==> src/rtl/linear_probe_hash_set_unit_defines.svh <==
// ---------------------------------------------------------------------------
// Linear probe hash set - assertion macros
// Shared concurrent assertion forms, clocked on clk, disabled in reset.
// ---------------------------------------------------------------------------
`ifndef LINEAR_PROBE_HASH_SET_UNIT_DEFINES_SVH
`define LINEAR_PROBE_HASH_SET_UNIT_DEFINES_SVH

// same-cycle implication
`define LPHS_ASSERT_IMP(lbl, ante, cons) \
	lbl: assert property (@(posedge clk) disable iff (!arst_n) (ante) |-> (cons)) \
		else $error("lphs: implication check failed");

// next-cycle implication
`define LPHS_ASSERT_NXT(lbl, ante, cons) \
	lbl: assert property (@(posedge clk) disable iff (!arst_n) (ante) |=> (cons)) \
		else $error("lphs: next-cycle check failed");

`endif

==> src/rtl/lphs_pkg.sv <==
// ---------------------------------------------------------------------------
// Linear probe hash set - package
// Field widths, status and action codes, slot markers and shared types.
// ---------------------------------------------------------------------------
package lphs_pkg;

	localparam int unsigned KEY_W   = 32;
	localparam int unsigned SZ_W    = 11;
	localparam int unsigned PROBE_W = 10;
	localparam int unsigned ACT_W   = 2;
	localparam int unsigned ST_W    = 3;
	localparam int unsigned CFG_W   = 2;

	localparam int unsigned SLOTS_DEF = 1024;

	localparam logic [SZ_W-1:0] TS_RESET  = SZ_W'(1024);
	localparam logic [SZ_W-1:0] CAP_RESET = SZ_W'(787);

	localparam logic [ST_W-1:0] ST_OK        = 3'd0;
	localparam logic [ST_W-1:0] ST_INVALID   = 3'd1;
	localparam logic [ST_W-1:0] ST_OVERFLOW  = 3'd2;
	localparam logic [ST_W-1:0] ST_UNDERFLOW = 3'd3;
	localparam logic [ST_W-1:0] ST_PRESENT   = 3'd4;
	localparam logic [ST_W-1:0] ST_ABSENT    = 3'd5;

	localparam logic [ACT_W-1:0] ACT_INSERT = 2'd0;
	localparam logic [ACT_W-1:0] ACT_REMOVE = 2'd1;
	localparam logic [ACT_W-1:0] ACT_LOOKUP = 2'd2;
	localparam logic [ACT_W-1:0] ACT_UNUSED = 2'd3;

	localparam logic [CFG_W-1:0] CFG_TABLE_SIZE = 2'd0;
	localparam logic [CFG_W-1:0] CFG_CAPACITY   = 2'd1;

	localparam logic [KEY_W-1:0] MARK_EMPTY   = 32'h0000_0000;
	localparam logic [KEY_W-1:0] MARK_REMOVED = 32'hFFFF_FFFF;

	typedef struct packed {
		logic busy;
		logic done;
	} mod_stat_t;

endpackage

==> src/rtl/lphs_mod.sv <==
// ---------------------------------------------------------------------------
// Linear probe hash set - modulo unit
// Restoring remainder of a 32-bit magnitude by the table size, two bits
// per cycle; done pulses in the cycle after the last step.
// ---------------------------------------------------------------------------
module lphs_mod (
	input  logic                           clk,
	input  logic                           arst_n,
	input  logic                           start,
	input  logic [lphs_pkg::KEY_W-1:0]     dividend,
	input  logic [lphs_pkg::SZ_W-1:0]      divisor,
	output lphs_pkg::mod_stat_t            stat,
	output logic [lphs_pkg::SZ_W-1:0]      rem
);

	localparam int unsigned STEPS = lphs_pkg::KEY_W / 2;
	localparam int unsigned CNT_W = $clog2(STEPS);
	localparam int unsigned R_W   = lphs_pkg::SZ_W;

	logic [lphs_pkg::KEY_W-1:0] q_q;
	logic [R_W-1:0]             d_q;
	logic [R_W-1:0]             r_q;
	logic [CNT_W-1:0]           cnt_q;
	logic                       busy_q;
	logic                       done_q;

	logic [R_W:0]   t1, t2, r1, r2;

	always_comb begin
		t1 = {r_q, q_q[lphs_pkg::KEY_W-1]};
		r1 = (t1 >= {1'b0, d_q}) ? (t1 - {1'b0, d_q}) : t1;
		t2 = {r1[R_W-1:0], q_q[lphs_pkg::KEY_W-2]};
		r2 = (t2 >= {1'b0, d_q}) ? (t2 - {1'b0, d_q}) : t2;
	end

	always_ff @(posedge clk or negedge arst_n) begin
		if (!arst_n) begin
			busy_q <= 1'b0;
			done_q <= 1'b0;
			cnt_q  <= '0;
		end else begin
			done_q <= busy_q && !start && (cnt_q == CNT_W'(STEPS - 1));
			if (start) begin
				busy_q <= 1'b1;
				cnt_q  <= '0;
			end else if (busy_q) begin
				cnt_q <= cnt_q + 1'b1;
				if (cnt_q == CNT_W'(STEPS - 1)) begin
					busy_q <= 1'b0;
				end
			end
		end
	end

	always_ff @(posedge clk) begin
		if (start) begin
			q_q <= dividend;
			d_q <= divisor;
			r_q <= '0;
		end else if (busy_q) begin
			q_q <= {q_q[lphs_pkg::KEY_W-3:0], 2'b00};
			r_q <= r2[R_W-1:0];
		end
	end

	assign stat.busy = busy_q;
	assign stat.done = done_q;
	assign rem       = r_q;

endmodule

==> config.mk <==
export PLATFORM = sky130hd
export DESIGN_NAME = lphs_mod
export DESIGN_NICKNAME = d
export VERILOG_FILES = /design/src/rtl/linear_probe_hash_set_unit_defines.svh /design/src/rtl/lphs_pkg.sv /design/src/rtl/lphs_mod.sv
export SDC_FILE = /design/constraint.sdc
export NUM_CORES = 1
export LEC_CHECK = 0
export BUFFER_PORTS_ARGS = -buffer_cell sky130_fd_sc_hd__buf_2
export CAP_MARGIN = 5
export CORE_MARGIN = 2
export CORE_UTILIZATION = 51
export DETAILED_ROUTE_END_ITERATION = 12
export GPL_TIMING_DRIVEN = 0
export PLACE_DENSITY = 0.76
export SETUP_SLACK_MARGIN = 0.05
export SLEW_MARGIN = 20
export SYNTH_ARGS = -nofsm -noshare
export SYNTH_HDL_FRONTEND = slang
export SYNTH_SLANG_ARGS = --single-unit
==> constraint.sdc <==
create_clock -name clk -period 3.9 [get_ports clk]
set_input_delay 0.78 -clock clk [delete_from_list [all_inputs] [get_ports clk]]
set_output_delay 0.78 -clock clk [all_outputs]
set_load 0.02 [all_outputs]
==> impl_metrics.env, run 1 <==
export IMPL_status="finished, violations left"
export IMPL_violations="negative setup slack"
export IMPL_numCtsBuffers=9
export IMPL_async_flop_share_pct=10.0
export IMPL_critPathMaxFanout=6
export IMPL_antenna_found_initial=0
export IMPL_fin_util_pct=68.1
export IMPL_synth_seq_cells=60
export IMPL_ys_types=54
export IMPL_start_util_pct=53.2
export IMPL_postLayoutSetupSlackWorst_ps=-33.9
export IMPL_p_leak_nw=1.99
export IMPL_p_clk_share_pct=15.6
export IMPL_multi_input_area_um2=2100
export IMPL_grt_overflow=0
export IMPL_yosys_area_top_type="edfxtp_1"
export IMPL_slew_limit_headroom_pct=51.0
export IMPL_die_x_um=88.6
export IMPL_synth_area_leaders="edfxtp_1 35%, mux2_2 11%, ha_1 7.9%"
export IMPL_min_path_type="in -> async"
export IMPL_fmax_ghz=0.254
export IMPL_reg2reg_depth=17
export IMPL_cp_end_kind="flop"
export IMPL_htreeDepth=3
export IMPL_synth_top_area_share_pct=35.4
export IMPL_avgSynthCellArea_um2=11.3
export IMPL_arrival_ps=4130
export IMPL_vias_per_cell=5.62
export IMPL_skew_ps=11.4
export IMPL_cts_sinks=60
export IMPL_drc=0
export IMPL_final_nets=483
export IMPL_slew_violations=0
export IMPL_fill_cells=490
export IMPL_synth_warning_count=0
export IMPL_maxCapViolations=0
export IMPL_r2r_setup_slack_ps=-30
export IMPL_reg2reg_from="d_q[0]"
export IMPL_final_area_um2=4680
export IMPL_timing_rr_end="rem[2]"
export IMPL_rsz0062_at_grt="true"
export IMPL_place_area_um2=4070
export IMPL_design_core_area_um2=6870
export IMPL_syn_num_nets=394
export IMPL_insertedDiodeCount=0
export IMPL_p_switching_mw=1.47
export IMPL_root_buffer="clkbuf_8"
export IMPL_p_int_mw=2.18
export IMPL_finalHoldViolations=0
export IMPL_cts_tree="yes"
export IMPL_finalCritPeriodShare_pct=101
export IMPL_via_count=2883
export IMPL_cellPowerDensity_nw_per_um2=779
export IMPL_worst_pin_slew_ps=735
export IMPL_gp_congestion=0.941
export IMPL_cp_start_kind="flop"
export IMPL_synth_edf_count=43
export IMPL_grt_pass1_vias=2742
export IMPL_grt_use_total_pct=22.7
export IMPL_grt_pass1_wl_um=13300
export IMPL_synth_most_common_cell="edfxtp_1"
export IMPL_grt_max_degree=33
export IMPL_drtIter0Drc=274
export IMPL_power_mw=3.64
export IMPL_clkLatencyLatePin_ps=350
export IMPL_swShare_pct=40.2
export IMPL_path_class="reg -> reg"
export IMPL_wl_per_cell_um=17.1
export IMPL_clk_pin_slew_worst_paths_ps=70
export IMPL_worstPathRequired_ps=4090
export IMPL_drive_above_1_share_pct=44.4
export IMPL_die_h_um=88.6
export IMPL_synth_area_um2=3650
export IMPL_routed_wl_um=8780
export IMPL_syn_inst=323
export IMPL_dpl_hpwl_um=5650
export IMPL_port_buffers=58
export IMPL_ir_worst_vdd_uv=423
export IMPL_design_die_area_um2=7850
export IMPL_seq_area_frac_synth_pct=45.5
export IMPL_antenna_left=0
export IMPL_dr_pass1_iters=5
export IMPL_seqCellArea_um2=1660
export IMPL_cp_startpoint="d_q[0]"
export IMPL_rows=30
export IMPL_cts_buffer_depth=2
export IMPL_pwr_share_seq_pct=23.3
export IMPL_setup_viol=1
export IMPL_combinationalPowerShare_pct=61.1
export IMPL_io_pins=59
export IMPL_area_growth_pct=28.1
export IMPL_layout_min_cycle_time_ps=3930
export IMPL_synth_commonest_cells="43 x edfxtp_1, 37 x mux2_2, 27 x nor2_1"
export IMPL_synth_top_flop_cell="edfxtp_1"
per-layer routing:
layer,share of wire [%],global-route usage [%],vias to the layer above
li1,-,-,1373
met4,2.0,7.58,0
met3,8.0,6.72,17
met1,42,31.2,1358
met2,47,34.7,135
met5,0,0,-
registers in the layout, indices dropped and copies added (netlist names):
signal  flops
done_q      1
busy_q      1
d_q        11
cnt_q       4
rem        11
q_q        32
placed cells by master, fill, tap and decap left out, types with 6 or more instances in the layout:
cell,instances
inv_1,19
buf_2,58
buf_4,21
xor2_1,6
a21o_1,7
nor2_1,24
edfxtp_1,43
a211oi_1,8
mux2i_1,8
ha_1,12
nor2b_1,7
a21oi_1,9
nor3_1,6
dfxtp_1,10
mux2_2,35
nand2_1,9
clkbuf_1,10
dfrtp_1,6
clkbuf_8,10
ha_4,10
xnor2_1,9
power groups by stage:
stage	Sequential [mW]	Combinational, mW	Clock [mW]
after floorplan	0.885	1.23	0
after global placement	0.852	1.54	0
after detailed placement	0.857	1.59	0
after CTS	0.846	1.93	0.573
after global routing	0.860	2.38	0.599
final	0.849	2.23	0.568
cells by family (layout without fill, tap and decap cells):
logic type               after synthesis  in the layout  synth area share [%]
AO/OA/AOI/OAI                         63             63                  12.6
AND/OR/NAND/NOR                       77             77                  10.8
buffers and inverters                 35            129                  4.04
adder cells (fa/ha/maj)               25             25                  8.98
multiplexers                          48             48                  14.4
flip-flops                            60             60                  45.5
XOR/XNOR                              15             15                  3.60
critical path, cell delays in order (launching register included):
cell and delay, ps:
edfxtp_1 420, ha_2 210, fa_2 340, nand2b_4 170
a21oi_4 180, o21ai_2 70, a21o_1 250, buf_6 180
mux2_4 320, ha_4 240, a21oi_2 150, o21ai_2 80
nand2_1 100, a31oi_4 100, a2111oi_4 400, buf_4 230
mux2i_1 230, a211oi_1 110
how the worst max path moves through the flow:
stage,slack (ps),endpoint,cells past startpoint
floorplan,10,rem[1],18
global placement,-550,rem[6],17
detailed placement,-590,rem[6],17
CTS,-30,rem[3],17
global route,-170,rem[2],18
finish,-30,rem[2],17
through the flow:
| step | std cells | hold WS, ps | TNS, ps | setup WS, ps |
|---|---|---|---|---|
| after floorplan | 323 | 484 | 0 | 10.4 |
| after global placement | 477 | 500 | -4820 | -547 |
| after detailed placement | 477 | 510 | -5370 | -590 |
| after CTS | 507 | 242 | -88.2 | -33.2 |
| after global routing | 513 | 253 | -873 | -174 |
| final | 513 | 243 | -33.9 | -33.9 |
what timing repair did:
item,in CTS,in global routing
hold buffers,0,0
endpoints found under the setup margin,11,11
resized for setup,25,31
gates cloned,2,0
pin swaps,7,18
endpoints found under the hold margin,0,0
setup buffers,12,6
cell type report:
cell class                 count  share of cell area (%)
buffer                        13                    1.52
clock buffer                  12                    3.10
clock inverter                 4                    1.07
inverter                      22                    1.77
multi-input combinational    228                    44.9
sequential                    60                    35.6
tap                           96                    2.57
timing repair buffer          78                    9.50
Power figures use the tool's default switching activity.
==> inputs of run 2 (changes only) <==
Settings changed: CORE_UTILIZATION 51 to 52, PLACE_DENSITY 0.76 to 0.74.
Clock period 3.9 ns to 5.1 ns, I/O delays scaled along.
==> run 2 against run 1 <==
Compared with the run above:
- the flow now finishes without violations
- via count fell by 5.4%
- final cell count fell by 3.9%
- cell area fell by 8.0%
- critical endpoint is now rem[6]
- setup slack better by 440 ps
- largest power group unchanged
- total power down 34%
- maximum frequency down 16%
- clock skew fell by 4.3 ps
- highest routed layer unchanged
- flip-flop and latch count is the same
- clock-buffer cell count fell by 2
- non-clock buffer count fell by 20
- clock power shrank 7.9%
- worst hold slack improved by 250 ps
==> impl_metrics.env, run 2 (synthesized netlist as in run 1, its figures left out) <==
export IMPL_finalHoldViolations=0
export IMPL_critPathCapture="rem[6]"
export IMPL_clkLatencyLatePin_ps=340
export IMPL_min_path_type="in -> async"
export IMPL_start_util_pct=53.7
export IMPL_layout_min_cycle_time_ps=4690
export IMPL_reg2reg_depth=17
export IMPL_port_buffers=58
export IMPL_p_leak_nw=1.91
export IMPL_dr_pass1_iters=5
export IMPL_largest_register_ffs=32
export IMPL_place_area_um2=4060
export IMPL_fill_cells=554
export IMPL_routed_wl_um=7770
export IMPL_design_core_area_um2=6790
export IMPL_p_int_mw=1.48
export IMPL_drtIter0Drc=203
export IMPL_cp_slowest_cell="a2111oi_4"
export IMPL_cp_start_kind="flop"
export IMPL_cts_hold_buf=0
export IMPL_crit_cells=17
export IMPL_die_h_um=87.8
export IMPL_die_x_um=87.8
export IMPL_p_clk_share_pct=21.8
export IMPL_cp_startpoint="d_q[0]"
export IMPL_reg2reg_from="d_q[0]"
export IMPL_fmax_ghz=0.213
export IMPL_pwr_share_seq_pct=27.0
export IMPL_ir_worst_vdd_uv=288
export IMPL_path_class="reg -> reg"
export IMPL_cts_tree="yes"
export IMPL_antenna_left=0
export IMPL_crit_chain="ha_1 > fa_1 > nand2b_2 > a21oi_4 > o21ai_0 > a21o_1 > buf_2 > mux2i_1 > ha_1 > nand2b_1 > a21oi_1 > o21ai_0 > a31oi_1 > a2111oi_4 > buf_6 > mux2i_1 > a211oi_1"
export IMPL_vias_per_cell=5.53
export IMPL_skew_ps=7.09
export IMPL_rsz0062_at_grt="false"
export IMPL_maxCapViolations=0
export IMPL_htreeDepth=3
export IMPL_timing_rr_end="rem[6]"
export IMPL_via_count=2728
export IMPL_cts_buffer_depth=2
export IMPL_drive_above_1_share_pct=32.2
export IMPL_finalCritPeriodShare_pct=92.0
export IMPL_cp_slowest_stage_delay_ps=600
export IMPL_cellPowerDensity_nw_per_um2=557
export IMPL_grt_pass1_vias=2594
export IMPL_insertedDiodeCount=0
export IMPL_power_mw=2.40
export IMPL_combinationalPowerShare_pct=51.2
export IMPL_gp_congestion=0.889
export IMPL_worst_pin_slew_ps=729
export IMPL_r2r_setup_slack_ps=410
export IMPL_grt_pass1_wl_um=12300
export IMPL_final_cell_mix="59 x buf_2, 43 x edfxtp_1, 37 x mux2_2, 27 x nor2_1, 23 x ha_1"
export IMPL_tns_ps=0
export IMPL_cp_num_buf_inv=2
export IMPL_drc=0
export IMPL_numCtsBuffers=9
export IMPL_grt_overflow=0
export IMPL_arrival_ps=4890
export IMPL_slew_violations=0
export IMPL_area_growth_pct=17.8
export IMPL_grt_use_total_pct=21.3
export IMPL_critPathTopFamily="compound AO/OA/AOI/OAI gates"
export IMPL_cts_repair_resized=0
export IMPL_p_switching_mw=0.913
export IMPL_clk_pin_slew_worst_paths_ps=70
export IMPL_grt_max_degree=33
export IMPL_setup_viol=0
export IMPL_rows=30
export IMPL_cp_end_kind="flop"
export IMPL_final_nets=463
export IMPL_status="finished, final reports clean"
export IMPL_swShare_pct=38.1
export IMPL_final_common_cell="buf_2"
export IMPL_slew_limit_headroom_pct=51.4
export IMPL_dpl_hpwl_um=5630
export IMPL_wl_per_cell_um=15.8
export IMPL_antenna_found_initial=0
export IMPL_critPathMaxFanout=10
export IMPL_top_register="q_q"
export IMPL_worstPathRequired_ps=5300
export IMPL_final_area_um2=4300
export IMPL_post_cts_buffers=0
export IMPL_cts_sinks=60
export IMPL_io_pins=59
export IMPL_root_buffer="clkbuf_8"
export IMPL_whs_ps=491
export IMPL_design_die_area_um2=7710
-- run 2: cell types whose count changed in the layout (fill, tap and decap cells not counted), moves of 4 or more --
cell     previous run  this run
buf_4              21         2
ha_1               12        23
ha_4               10         0
o21ai_0             1         8
a21oi_1             9        14
a21oi_2             5         1
o21ai_1             4         0
-- run 2: per-stage QoR --
step	setup WS, ps	instances	util (%)
floorplan	1030	323	-
global placement	521	477	59.8
detailed placement	502	477	59.8
CTS	484	493	63.3
global route	213	493	63.3
finish	408	493	63.3
-- run 2: final cells by class --
cell class	instances	area (um^2)	share of cell area, %
clock buffers	10	128	2.97
plain buffers	13	65.1	1.51
well taps	96	120	2.79
flip-flops and latches	60	1660	38.6
inverters	22	82.6	1.92
repair buffers	58	290	6.75
clock inverters	6	113	2.62
multi-input cells	228	1840	42.8
-- run 2: worst register-to-register path: cells and delay by family (launching register included) --
family	cells	cell delay [ps]
flops	1	410
mux	2	510
fa+ha+maj	3	970
buf+inv	2	490
simple gates	2	350
compound gates	8	1840
-- run 2: power groups by stage --
| stage | clock, mW | sequential (mW) | combinational (mW) |
|---|---|---|---|
| after floorplan | 0 | 0.676 | 0.930 |
| after global placement | 0 | 0.653 | 1.17 |
| after global routing | 0.549 | 0.655 | 1.34 |
| final | 0.523 | 0.646 | 1.23 |
| after detailed placement | 0 | 0.656 | 1.20 |
| after CTS | 0.530 | 0.646 | 1.21 |
-- run 2: per-layer routing --
metal  wire (um)  vias up  global-route usage [%]  part of all wire, %
met2        3540       81                    31.5                   46
li1            -     1340                       -                    -
met5           0        -                       0                    0
met4         114        0                    8.53                  1.5
met1        3650     1296                    30.0                   47
met3         458       11                    5.56                  5.9
-- run 2: how the worst min path moves through the flow --
stage / to / slack, ps / depth (start not counted)
3_3_place_gp: rem[3] / 500 / 2
5_1_grt: cnt_q[2] / 480 / 1
2_1_floorplan: cnt_q[3] / 510 / 2
6_report: cnt_q[0] / 490 / 1
4_1_cts: cnt_q[0] / 480 / 1
3_5_place_dp: rem[8] / 510 / 2
==> inputs of run 3 (changes only) <==
Clock period 5.1 ns to 4.63 ns, I/O delays scaled along.
==> run 3 against run 2 <==
Compared with the run above:
- combinational power increased by 17%
- first-iteration DRC count increased by 21%
- critical endpoint unchanged
- clock skew increased by 0.73 ps
- register-to-register slack got worse by 230 ps
==> impl_metrics.env, run 3 (synthesized netlist as in run 1, its figures left out) <==
export IMPL_status="finished, final reports clean"
export IMPL_cp_startpoint="d_q[0]"
export IMPL_via_count=2749
export IMPL_postLayoutSetupSlackWorst_ps=180
export IMPL_skew_ps=7.82
export IMPL_root_buffer="clkbuf_8"
export IMPL_grt_pass1_wl_um=12300
export IMPL_layout_min_cycle_time_ps=4450
export IMPL_cts_tree="yes"
export IMPL_largest_register_ffs=32
export IMPL_worst_pin_slew_ps=735
export IMPL_setup_viol=0
export IMPL_die_x_um=87.8
export IMPL_cp_num_buf_inv=2
export IMPL_dpl_hpwl_um=5630
export IMPL_maxCapViolations=0
export IMPL_port_buffers=58
export IMPL_htreeDepth=3
export IMPL_slew_violations=0
export IMPL_numCtsBuffers=9
export IMPL_clk_pin_slew_worst_paths_ps=70
export IMPL_final_nets=468
export IMPL_cp_start_kind="flop"
export IMPL_numPlacedInstances=477
export IMPL_cp_common_cell="ha_1"
export IMPL_cts_hold_buf=0
export IMPL_area_growth_pct=19.2
export IMPL_cts_sinks=60
export IMPL_cp_end_kind="flop"
export IMPL_final_common_cell="buf_2"
export IMPL_design_core_area_um2=6790
export IMPL_min_path_type="in -> async"
export IMPL_top_register="q_q"
export IMPL_drive_above_1_share_pct=33.8
export IMPL_start_util_pct=53.7
export IMPL_cp_slowest_cell="a2111oi_4"
export IMPL_wl_per_cell_um=15.8
export IMPL_critPathMaxFanout=10
export IMPL_cts_buffer_depth=2
export IMPL_cp_slowest_stage_delay_ps=510
export IMPL_clkLatencyLatePin_ps=340
export IMPL_crit_chain="ha_1 > fa_1 > nand2b_2 > a21oi_4 > o21ai_0 > a21o_1 > clkbuf_4 > mux2_2 > ha_1 > a21oi_1 > o21ai_1 > nand2_1 > a31oi_1 > a2111oi_4 > buf_6 > mux2i_1 > a211oi_1"
export IMPL_finalHoldViolations=0
export IMPL_tns_ps=0
export IMPL_antenna_found_initial=0
export IMPL_fmax_ghz=0.225
export IMPL_p_leak_nw=1.93
export IMPL_insertedDiodeCount=0
export IMPL_grt_use_total_pct=21.3
export IMPL_power_mw=2.73
export IMPL_slew_limit_headroom_pct=51.0
export IMPL_rsz0062_at_grt="false"
export IMPL_rows=30
export IMPL_finalCritPeriodShare_pct=96.1
export IMPL_io_pins=59
export IMPL_final_cells=498
export IMPL_drc=0
export IMPL_critPathTopFamily="compound AO/OA/AOI/OAI gates"
export IMPL_fill_cells=553
export IMPL_dr_pass1_iters=4
export IMPL_grt_pass1_vias=2594
export IMPL_gp_congestion=0.889
export IMPL_cellPowerDensity_nw_per_um2=626
export IMPL_grt_max_degree=33
export IMPL_ir_worst_vdd_uv=312
export IMPL_design_die_area_um2=7710
export IMPL_die_h_um=87.8
export IMPL_routed_wl_um=7870
export IMPL_whs_ps=397
export IMPL_worstPathRequired_ps=4830
export IMPL_antenna_left=0
export IMPL_grt_overflow=0
export IMPL_reg2reg_from="d_q[0]"
export IMPL_final_cell_mix="58 x buf_2, 43 x edfxtp_1, 37 x mux2_2, 27 x nor2_1"
export IMPL_dpl_worst_slack_ps=31.8
export IMPL_arrival_ps=4650
export IMPL_vias_per_cell=5.52
export IMPL_drtIter0Drc=246
export IMPL_path_class="reg -> reg"
[run 3: path summary, 6_finish.rpt]
check | to | depth (start not counted) | slack (ps)
worst max-delay path | rem[6] | 17 | 180
worst min-delay path | cnt_q[0] | 1 | 400
worst max register to register | rem[6] | 17 | 180
worst min register to register | rem[8] | 2 | 520
max in group asynchronous | cnt_q[1] | 1 | 4080
min in group clk | rem[8] | 2 | 520
[run 3: through the flow]
stage / area, um^2 / util (%)
6_report: 4350 / 64.1
5_1_grt: 4350 / 64.1
4_1_cts: 4300 / 63.3
3_5_place_dp: 4060 / 59.8
3_3_place_gp: 4060 / 59.8
2_1_floorplan: 3650 / -
[run 3: final cells by class]
cell class              instances  area [um^2]  area share (%)
clock inverters                 6          113            2.59
inverters                      22         82.6            1.90
multi-input cells             228         1850            42.6
flip-flops and latches         60         1660            38.2
plain buffers                  13         67.6            1.55
well taps                      96          120            2.76
repair buffers                 63          328            7.53
clock buffers                  10          128            2.93
[run 3: power by group]
| group | leakage (nW) | switching (mW) | internal, mW | total [mW] |
|---|---|---|---|---|
| Clock | 0.120 | 0.217 | 0.359 | 0.576 |
| Combinational | 1.19 | 0.759 | 0.679 | 1.44 |
| Sequential | 0.618 | 0.0549 | 0.656 | 0.711 |
[run 3: worst reg2reg max path, cell delays in order (launching register included)]
cell       delay (ps)
edfxtp_1          420
ha_1              230
fa_1              410
nand2b_2          240
a21oi_4           240
o21ai_0           130
a21o_1            220
clkbuf_4          220
mux2_2            320
ha_1              350
a21oi_1           170
o21ai_1           120
nand2_1            80
a31oi_1           110
a2111oi_4         510
buf_6             210
mux2i_1           240
a211oi_1          100
[run 3: repair_timing]
action	in CTS	in global routing
setup endpoints to repair	2	10
cloned	0	1
pin swaps	1	3
buffers inserted	0	4
gates resized for setup	0	7
[run 3: per-layer routing]
layer / track usage, % / part of all wire (%) / vias up
li1: - / - / 1353
met1: 30.0 / 46 / 1283
met2: 31.5 / 45 / 99
met3: 5.56 / 7.5 / 14
met4: 8.53 / 1.8 / 0
met5: 0 / 0 / -
